[src/rtl/txt_pkg.sv]
// txt_pkg: shared types and constants of the text-mode terminal
`default_nettype none

package txt_pkg;

	localparam int ROW_W  = 5;
	localparam int COL_W  = 7;
	localparam int CHAR_W = 8;
	localparam int CELL_W = 16;

	localparam logic OP_PUT  = 1'b0;
	localparam logic OP_READ = 1'b1;

	localparam logic [CHAR_W-1:0] CH_SPACE     = 8'h20;
	localparam logic [CHAR_W-1:0] CH_NEWLINE   = 8'd10;
	localparam logic [CHAR_W-1:0] CH_RETURN    = 8'd13;
	localparam logic [CHAR_W-1:0] CH_TAB       = 8'd9;
	localparam logic [CHAR_W-1:0] CH_BACKSPACE = 8'd8;

	localparam logic [CELL_W-1:0] RESET_CELL  = 16'h0720;
	localparam logic [CHAR_W-1:0] RESET_COLOR = 8'h07;

	localparam int QUEUE_DEPTH = 4;
	localparam int QPTR_W      = 2;

	typedef enum logic [2:0] {
		KIND_PUT_CHAR,
		KIND_NEWLINE,
		KIND_RETURN,
		KIND_TAB,
		KIND_BACKSPACE,
		KIND_READ,
		KIND_READ_NONE
	} kind_t;

	typedef struct packed {
		kind_t             kind;
		logic [CHAR_W-1:0] ch;
		logic [ROW_W-1:0]  row;
		logic [COL_W-1:0]  col;
	} queue_entry_t;

	typedef enum logic [2:0] {
		ST_CLEAR,
		ST_IDLE,
		ST_ROW,
		ST_ADDR,
		ST_MEM,
		ST_NEWLINE,
		ST_BLANK,
		ST_RESP
	} back_state_t;

endpackage

`default_nettype wire

[src/rtl/txt_queue.sv]
// txt_queue: short command queue between front and back
`default_nettype none

module txt_queue import txt_pkg::*; (
	input  wire logic         clk,
	input  wire logic         arst_n,
	input  wire logic         push,
	input  queue_entry_t      push_entry,
	output logic              full,
	input  wire logic         pop,
	output logic              empty,
	output queue_entry_t      head
);

	queue_entry_t        entries_q [QUEUE_DEPTH];
	logic [QPTR_W-1:0]   wr_ptr_q;
	logic [QPTR_W-1:0]   rd_ptr_q;
	logic [QPTR_W:0]     count_q;

	assign full  = (count_q == (QPTR_W+1)'(QUEUE_DEPTH));
	assign empty = (count_q == '0);
	assign head  = entries_q[rd_ptr_q];

	always_ff @(posedge clk or negedge arst_n) begin
		if (!arst_n) begin
			wr_ptr_q <= '0;
			rd_ptr_q <= '0;
			count_q  <= '0;
		end else begin
			if (push)
				wr_ptr_q <= wr_ptr_q + 1'b1;
			if (pop)
				rd_ptr_q <= rd_ptr_q + 1'b1;
			if (push && !pop)
				count_q <= count_q + 1'b1;
			else if (pop && !push)
				count_q <= count_q - 1'b1;
		end
	end

	always_ff @(posedge clk) begin
		if (push)
			entries_q[wr_ptr_q] <= push_entry;
	end

endmodule

`default_nettype wire

[config.mk]
export PLATFORM = sky130hd
export DESIGN_NAME = txt_queue
export DESIGN_NICKNAME = d
export VERILOG_FILES = /design/src/rtl/txt_pkg.sv /design/src/rtl/txt_queue.sv
export SDC_FILE = /design/constraint.sdc
export NUM_CORES = 1
export LEC_CHECK = 0
export ABC_AREA = 0
export BUFFER_PORTS_ARGS = -buffer_cell sky130_fd_sc_hd__buf_2
export CORE_MARGIN = 3
export CORE_UTILIZATION = 50
export DETAILED_ROUTE_END_ITERATION = 8
export GPL_ROUTABILITY_DRIVEN = 0
export MAX_ROUTING_LAYER = met4
export PLACE_DENSITY = 0.69
export SLEW_MARGIN = 20
export SYNTH_ARGS = -nofsm -noshare
export SYNTH_HDL_FRONTEND = slang
export SYNTH_SLANG_ARGS = --single-unit
[constraint.sdc]
create_clock -name clk -period 4.62 [get_ports clk]
set_input_delay 0.924 -clock clk [delete_from_list [all_inputs] [get_ports clk]]
set_output_delay 0.924 -clock clk [all_outputs]
set_load 0.01 [all_outputs]
---- After elaboration in Yosys (flattened, before gate mapping) ----
Memory sizes are Yosys's and may differ from the RTL's.
Index checks and enable logic that the tools add are counted.
operators by class
  add/sub/neg operators ................... 4
  equal/unequal tests ..................... 1
  mux-type cells .......................... 4
  reduce and logical (&&, ||, !) cells .... 6
operator list
  cell                                              number
  two-way mux 3 bit                                 2
  adder 2 x 1 -> 2 bit, second input constant       2
  adder 3 x 1 -> 3 bit, second input constant       1
  equality test 3 bit, second input constant        1
  logical NOT 3 bit                                 1
  subtractor 3 x 1 -> 3 bit, second input constant  1
  logical AND 1 bit                                 2
  logical NOT 1 bit                                 2
  two-way mux 1 bit                                 2
  nonzero test 2 bit                                1
storage, ports and cells
  register bits after elaboration ......... 7
  memory bits (writable) .................. 92
  input port bits ......................... 27
  word-level logic and storage cells ...... 19
  memories ................................ 1
memories
  memory     depth  bits a word  read ports  clocked after memory_dff  write ports  RTL line         text
  entries_q  4      23           1           0                         1            txt_queue.sv:15  queue_entry_t entries_q [QUEUE_DEPTH];

---- Longest topological paths before layout ----
Gate-level depths: netlist (run 1).
  depth after elaboration ................. 4
  mapped depth ............................ 7
  depth with buffers taken out ............ 7

---- Worst setup path before layout (run 1) ----
No wires, ideal clock.
  path kind ............................... flip-flop to output port
  start ................................... register rd_ptr_q[0]
  end ..................................... output port head[0] (netlist name)
  data arrival time ....................... 1,129 ps
  path slack .............................. 2,567 ps
  stages on the path, launching flop included .. 4
  buffers on the path ..................... 2
  cells stage by stage .................... dfrtp_1 -> buf_6 -> buf_12 -> mux4_2
RTL lines
  element                   RTL line         text
  start: declaration        txt_queue.sv:17  logic [QPTR_W-1:0] rd_ptr_q;
  start signal: assignment  txt_queue.sv:33  rd_ptr_q <= rd_ptr_q + 1'b1;
  end: declaration          txt_queue.sv:12  output queue_entry_t head

==> results of run 1 <==
[logic make-up after synthesis]
| family | Yosys count |
|---|---|
| DFF | 99 |
| muxes | 24 |
| buffers and inverters | 10 |
| and+or+nand+nor | 9 |
| xor gates and xnor gates | 6 |
| adders and majority gates | 6 |
| AOI/OAI and AO/OA | 1 |
[synth_stat cells]
| cell | count |
|---|---|
| edfxtp_1 | 92 |
| mux4_2 | 18 |
| dfrtp_1 | 7 |
| ha_1 | 5 |
| mux4_1 | 5 |
| and2_1 | 4 |
| inv_1 | 4 |
| xor2_1 | 4 |
| buf_2 | 3 |
| buf_12 | 2 |
| nand2_1 | 2 |
| xnor2_1 | 2 |
| buf_6 | 1 |
| fa_1 | 1 |
| mux2_2 | 1 |
| nor2_1 | 1 |
| nor3_1 | 1 |
| nor3b_1 | 1 |
| o21ai_0 | 1 |
[registers in the layout, summed over array words and instances, names as in the netlist]
| signal | flops |
|---|---|
| count_q | 3 |
| rd_ptr_q | 2 |
| entries_q | 92 |
| wr_ptr_q | 2 |
[worst min path at each step]
stage                     slack (ps)        from  cells past startpoint     endpoint
after global placement           480  count_q[2]                      1   count_q[2]
after CTS                        390      arst_n                      1  wr_ptr_q[1]
final                            390      arst_n                      1   count_q[0]
after detailed placement         480  count_q[2]                      1   count_q[2]
after floorplan                  460  count_q[2]                      1   count_q[2]
after global routing             390      arst_n                      1  wr_ptr_q[1]
[critical path, stage by stage (launching register included)]
cell and delay [ps]:
dfrtp_2 900, mux4_1 650, buf_2 160
[layout make-up]
| cell class | count | area share |
|---|---|---|
| flip-flops and latches | 99 | 0.687 |
| multi-input cells | 46 | 0.172 |
| clock buffers | 9 | 0.0290 |
| repair buffers | 55 | 0.0667 |
| clock inverters | 6 | 0.0135 |
| well taps | 96 | 0.0281 |
| inverters | 4 | 0.00351 |
[power by group]
part           total, mW  leakage, nW  switching, mW  internal [mW]
Combinational      0.659        0.502          0.298          0.361
Sequential          1.34        0.926          0.160           1.18
Clock              0.504       0.0862          0.261          0.242
[per-layer routing]
layer | part of all wire | up-vias
met5 | 0 | -
met4 | 0.015 | 0
met3 | 0.039 | 11
met2 | 0.52 | 47
met1 | 0.43 | 824
li1 | - | 756
==> results_dict.tcl, run 1 <==
set metrics [dict create \
    instances_no_fill 315 \
    die_h_um 92.7 \
    cts_tree "built" \
    cts_hold_buf 0 \
    crit_start "rd_ptr_q[0]" \
    fin_crit_sh 0.645 \
    drc 0 \
    core-area_mm2 0.00702 \
    synth_top_area_cell "edfxtp_1" \
    relSlewSlack 0.271 \
    synth_mux_area_frac 0.146 \
    mostFrequentLayoutCells "92 x edfxtp_1, 51 x buf_2, 18 x mux4_2" \
    yosys.area_share.simple 0.0130 \
    synth_top_family_by_area "multiplexers" \
    p_leak_nw 1.51 \
    register_area_mm2 0.00294 \
    synthCells 155 \
    fin_setup_tns_ps 0 \
    rsz0062_at_grt "false" \
    multi_input_area_um2 737 \
    layout_min_cycle_time_ps 2980 \
    synth_top_area_share 0.736 \
    ys_seq_area_frac 0.782 \
    worst_r2r_path_depth 4 \
    setup_viol 0 \
    drv_cap 0 \
    grt_antenna_before_repair 0 \
    fill_cells 509 \
    top_usage_layer "met2" \
    grt_pass1_wl_um 9110 \
    vias_per_cell 5.20 \
    cts_resized 0 \
    dpl_cell_area_mm2 0.00410 \
    clock_latency_ps 350 \
    grt_overflow 0 \
    synthAdderAreaFrac 0.0220 \
    die_area_mm2 0.00859 \
    dpl_worst_slack_ps 1950 \
    h-tree-depth 3 \
    grt_max_degree 26 \
    worst_ep_arrival_time_ps 2060 \
    synth-compound-area-share 0.00133 \
    synth-xor-area-share 0.0140 \
    grt_pass1_vias 1779 \
    r2r_end "entries_q[2][13]" \
    crit_type "flop to primary output" \
    design_area_mm2 0.00428 \
    grtUsageMet1 0.186 \
    peakVddDrop_uv 330 \
    hold_path_class "primary input to async pin" \
    setup.worst_path.end "head[20]" \
    max_slew.worst_pin.slew_ps 1090 \
    final_nets 248 \
    r2r-start "wr_ptr_q[0]" \
    ant_nets 0 \
    r2r_setup_slack_ps 2950 \
    initial_core_util 0.535 \
    dp_cells 300 \
    finalCoreUtilization 0.609 \
    synth_fp_nets 188 \
    clk_pin_slew_ps 80 \
    final_common_cell "edfxtp_1" \
    grtUsageTotal 0.149 \
    io_pins 52 \
    yosys_register_bits 99 \
    cts_root_buf "clkbuf_8" \
    synth_area_leaders "edfxtp_1 74%, mux4_2 11%, dfrtp_1 4.7%" \
    via_count 1638 \
    drt_first_pass_iters 4 \
    synth_cell_types 19 \
    area_growth_pct 13.9 \
    required_ps 3700 \
    io_buffers 51 \
    final_layout_size_suffix_gt1_frac 0.402 \
    finalMaxSlewViolations 0 \
    timing.fmax_ghz 0.335 \
    routed_wl_um 5790 \
    power_mw 2.50 \
    yosysWarnings 0 \
    clock-sinks 99 \
    wl_per_cell_um 18.4 \
    cp_max_fo 25 \
    place_hpwl_um 3800 \
    cp-start-kind "flop" \
    cts_buffers 9 \
    avgSynthCellArea_um2 24.2 \
    grtUsageMet3 0.0292 \
    clock_skew_ps 4.89 \
    netlist_area_mm2 0.00376 \
    diodes 0 \
    hold_slack_ps 395 \
    first_iter_violations 87 \
    outcome "complete, no violations" \
    setup_slack_ps 1640 \
    grt_use_met2 0.240 \
    hold_viol 0 \
    crit_path_end_kind "primary output" \
    postCtsSetupBuffers 0 \
    cts_buffer_depth 2 \
    die_width_um 92.7 \
    placementRows 30 \
    power_density_mw_per_mm2 585 \
]
No activity file was read; power rests on OpenSTA's default activity.
==> inputs of run 2 (changes only) <==
--- a/config.mk
+++ b/config.mk
@@ -5,14 +5,14 @@
 export SDC_FILE = /design/constraint.sdc
 export NUM_CORES = 1
 export LEC_CHECK = 0
-export ABC_AREA = 0
+export ABC_AREA = 1
 export BUFFER_PORTS_ARGS = -buffer_cell sky130_fd_sc_hd__buf_2
 export CORE_MARGIN = 3
 export CORE_UTILIZATION = 50
 export DETAILED_ROUTE_END_ITERATION = 8
 export GPL_ROUTABILITY_DRIVEN = 0
 export MAX_ROUTING_LAYER = met4
-export PLACE_DENSITY = 0.69
+export PLACE_DENSITY = 0.68
 export SLEW_MARGIN = 20
 export SYNTH_ARGS = -nofsm -noshare
 export SYNTH_HDL_FRONTEND = slang
==> constraint.sdc (replaced) <==
create_clock -name clk -period 3 [get_ports clk]
set_input_delay 0.6 -clock clk [delete_from_list [all_inputs] [get_ports clk]]
set_output_delay 0.6 -clock clk [all_outputs]
set_load 0.01 [all_outputs]
==> run 2 against run 1 <==
Clock power grew 48%. Flip-flop and latch count is the same. Sequential power grew 52%. First-iteration DRC count grew 23%. Via count grew 45%. Global-route usage grew 0.90 points. Wire length grew 22%. Combinational power grew 150%. Non-clock buffer count grew 3. Die area grew 15%. Area after synthesis grew 16%. Highest routed layer unchanged.
==> results_dict.tcl, run 2 <==
set metrics [dict create \
    clk_pin_slew_ps 90 \
    synthCells 315 \
    setup_viol 0 \
    ant_nets 0 \
    yosysWarnings 0 \
    die_width_um 99.3 \
    hold_path_class "primary input to async pin" \
    synth_top_area_share 0.635 \
    fin_crit_sh 0.835 \
    clock-sinks 99 \
    drc 0 \
    postCtsSetupBuffers 0 \
    avgSynthCellArea_um2 13.8 \
    grt_overflow 0 \
    crit_type "flop to primary output" \
    yosysMostFrequentCell "edfxtp_1" \
    finalMaxSlewViolations 0 \
    grt_use_met2 0.257 \
    synth_commonest_cells "92 x edfxtp_1, 57 x inv_1, 46 x nand2_1" \
    grtUsageMet1 0.198 \
    vias_per_cell 4.96 \
    h-tree-depth 3 \
    synth_fp_nets 348 \
    synth_top_area_cell "edfxtp_1" \
    yosys_register_bits 99 \
    synth_cell_types 23 \
    cts_hold_buf 0 \
    intPower_mw 2.77 \
    power_mw 4.43 \
    hold_viol 0 \
    seqPwrFrac 0.460 \
    largest_reg_flops 92 \
    synth-edff-count 92 \
    mostFrequentLayoutCells "92 x edfxtp_1, 57 x inv_1, 51 x buf_2" \
    cts_tree "built" \
    initial_core_util 0.522 \
    r2r-start "wr_ptr_q[0]" \
    cts_buffer_depth 2 \
    async_flop_share 0.0707 \
    cpLargestDelayFamily "flip-flops" \
    worst_r2r_path_depth 5 \
    area_growth_pct 10.6 \
    routed_wl_um 7080 \
    clock_skew_ps 6.15 \
    grt_pass1_wl_um 11600 \
    clkPwrFrac 0.169 \
    regMostFlops "entries_q" \
    crit_path_max_incr_delay_ps 850 \
    drv_cap 0 \
    via_count 2374 \
    clock_latency_ps 350 \
    cts_resized 0 \
    hold_slack_ps 67.2 \
    r2r_setup_slack_ps 1260 \
    max_slew.worst_pin.slew_ps 716 \
    switchingPower_mw 1.67 \
    drt_first_pass_iters 4 \
    timing.fmax_ghz 0.399 \
    grt_pass1_vias 2300 \
    cp_max_fo 49 \
    first_iter_violations 107 \
    path_buf_inv 2 \
    die_area_mm2 0.00986 \
    layout_min_cycle_time_ps 2510 \
    synthFlopType "edfxtp_1" \
    ys_seq_area_frac 0.675 \
    required_ps 2400 \
    netlist_area_mm2 0.00435 \
    crit_path_end_kind "primary output" \
    rsz0062_at_grt "false" \
    worst_ep_arrival_time_ps 1910 \
    cts_root_buf "clkbuf_8" \
    grt_max_degree 50 \
    final_layout_size_suffix_gt1_frac 0.369 \
    grtUsageTotal 0.158 \
    synth_area_leaders "edfxtp_1 64%, o211ai_2 7.5%, nand2_2 5.2%" \
    outcome "complete, no violations" \
    cp-start-kind "flop" \
    io_buffers 51 \
    diodes 0 \
    grt_antenna_before_repair 0 \
    peakVddDrop_uv 500 \
    power_density_mw_per_mm2 921 \
    grtUsageMet3 0.0449 \
    relSlewSlack 0.522 \
    io_pins 52 \
    placementRows 33 \
    top_usage_layer "met2" \
    wl_per_cell_um 14.8 \
    crit_slowest_cell "dfrtp_4" \
    top_regs "entries_q x92, count_q x3" \
    final_common_cell "edfxtp_1" \
    place_hpwl_um 4620 \
    combinationalPowerShare 0.371 \
    fin_setup_tns_ps 0 \
    path_cells "buf_4 > nand2_2 > o211ai_2 > nand2_1 > buf_2" \
    r2r_end "entries_q[2][7]" \
    final_nets 402 \
    die_h_um 99.3 \
    p_leak_nw 1.99 \
    core-area_mm2 0.00834 \
    cts_buffers 9 \
    switching_share 0.376 \
]
[run 2: worst max path at each step]
| stage | startpoint | end | slack, ps | cells past startpoint |
|---|---|---|---|---|
| 2_1_floorplan | push | entries_q[1][0] | 1270 | 3 |
| 3_3_place_gp | rd_ptr_q[0] | head[10] | 880 | 5 |
| 3_5_place_dp | rd_ptr_q[0] | head[10] | 840 | 5 |
| 4_1_cts | rd_ptr_q[0] | head[10] | 440 | 5 |
| 5_1_grt | rd_ptr_q[0] | head[0] | 310 | 5 |
| 6_report | rd_ptr_q[0] | head[10] | 490 | 5 |
[run 2: power by group through the flow]
stage / clock network (mW) / registers, mW / logic, mW
after global placement: 0 / 2.06 / 1.65
after global routing: 0.838 / 2.08 / 1.83
after CTS: 0.773 / 2.05 / 1.69
after detailed placement: 0 / 2.08 / 1.68
final: 0.747 / 2.04 / 1.64
after floorplan: 0 / 1.94 / 1.42
[run 2: kinds of logic after synthesis]
| family | synth area share |
|---|---|
| buf+inv | 0.0892 |
| xor+xnor | 0.00978 |
| simple gates | 0.0963 |
| compound gates | 0.110 |
| flops | 0.675 |
| fa+ha+maj | 0.0190 |
[run 2: per-stage QoR]
step	instance area, µm²	cells	utilization	setup WS, ps
final	4810	479	0.577	494
after global routing	4810	479	0.577	307
after CTS	4810	479	0.577	440
after detailed placement	4640	463	0.556	843
after global placement	4640	463	0.556	883
after floorplan	4350	315	-	1270
[run 2: worst register-to-register path, cell delays in order (launching register included)]
cell,delay (ps)
dfrtp_1,430
inv_1,100
ha_1,150
nand2_1,50
inv_1,370
buf_4,340
[run 2: final cells by class]
type,instances,area [µm²]
Tap cell,105,131
Timing Repair Buffer,58,320
Sequential cell,99,2940
Clock buffer,9,124
Fill cell,678,3530
Clock inverter,7,53.8
Multi-Input combinational cell,143,1020
Inverter,58,218
[run 2: layer usage]
| metal | wire length (µm) | vias up |
|---|---|---|
| met5 | 0 | - |
| met4 | 70 | 0 |
| met3 | 303 | 8 |
| met2 | 3560 | 47 |
| met1 | 3150 | 1135 |
| li1 | - | 1184 |
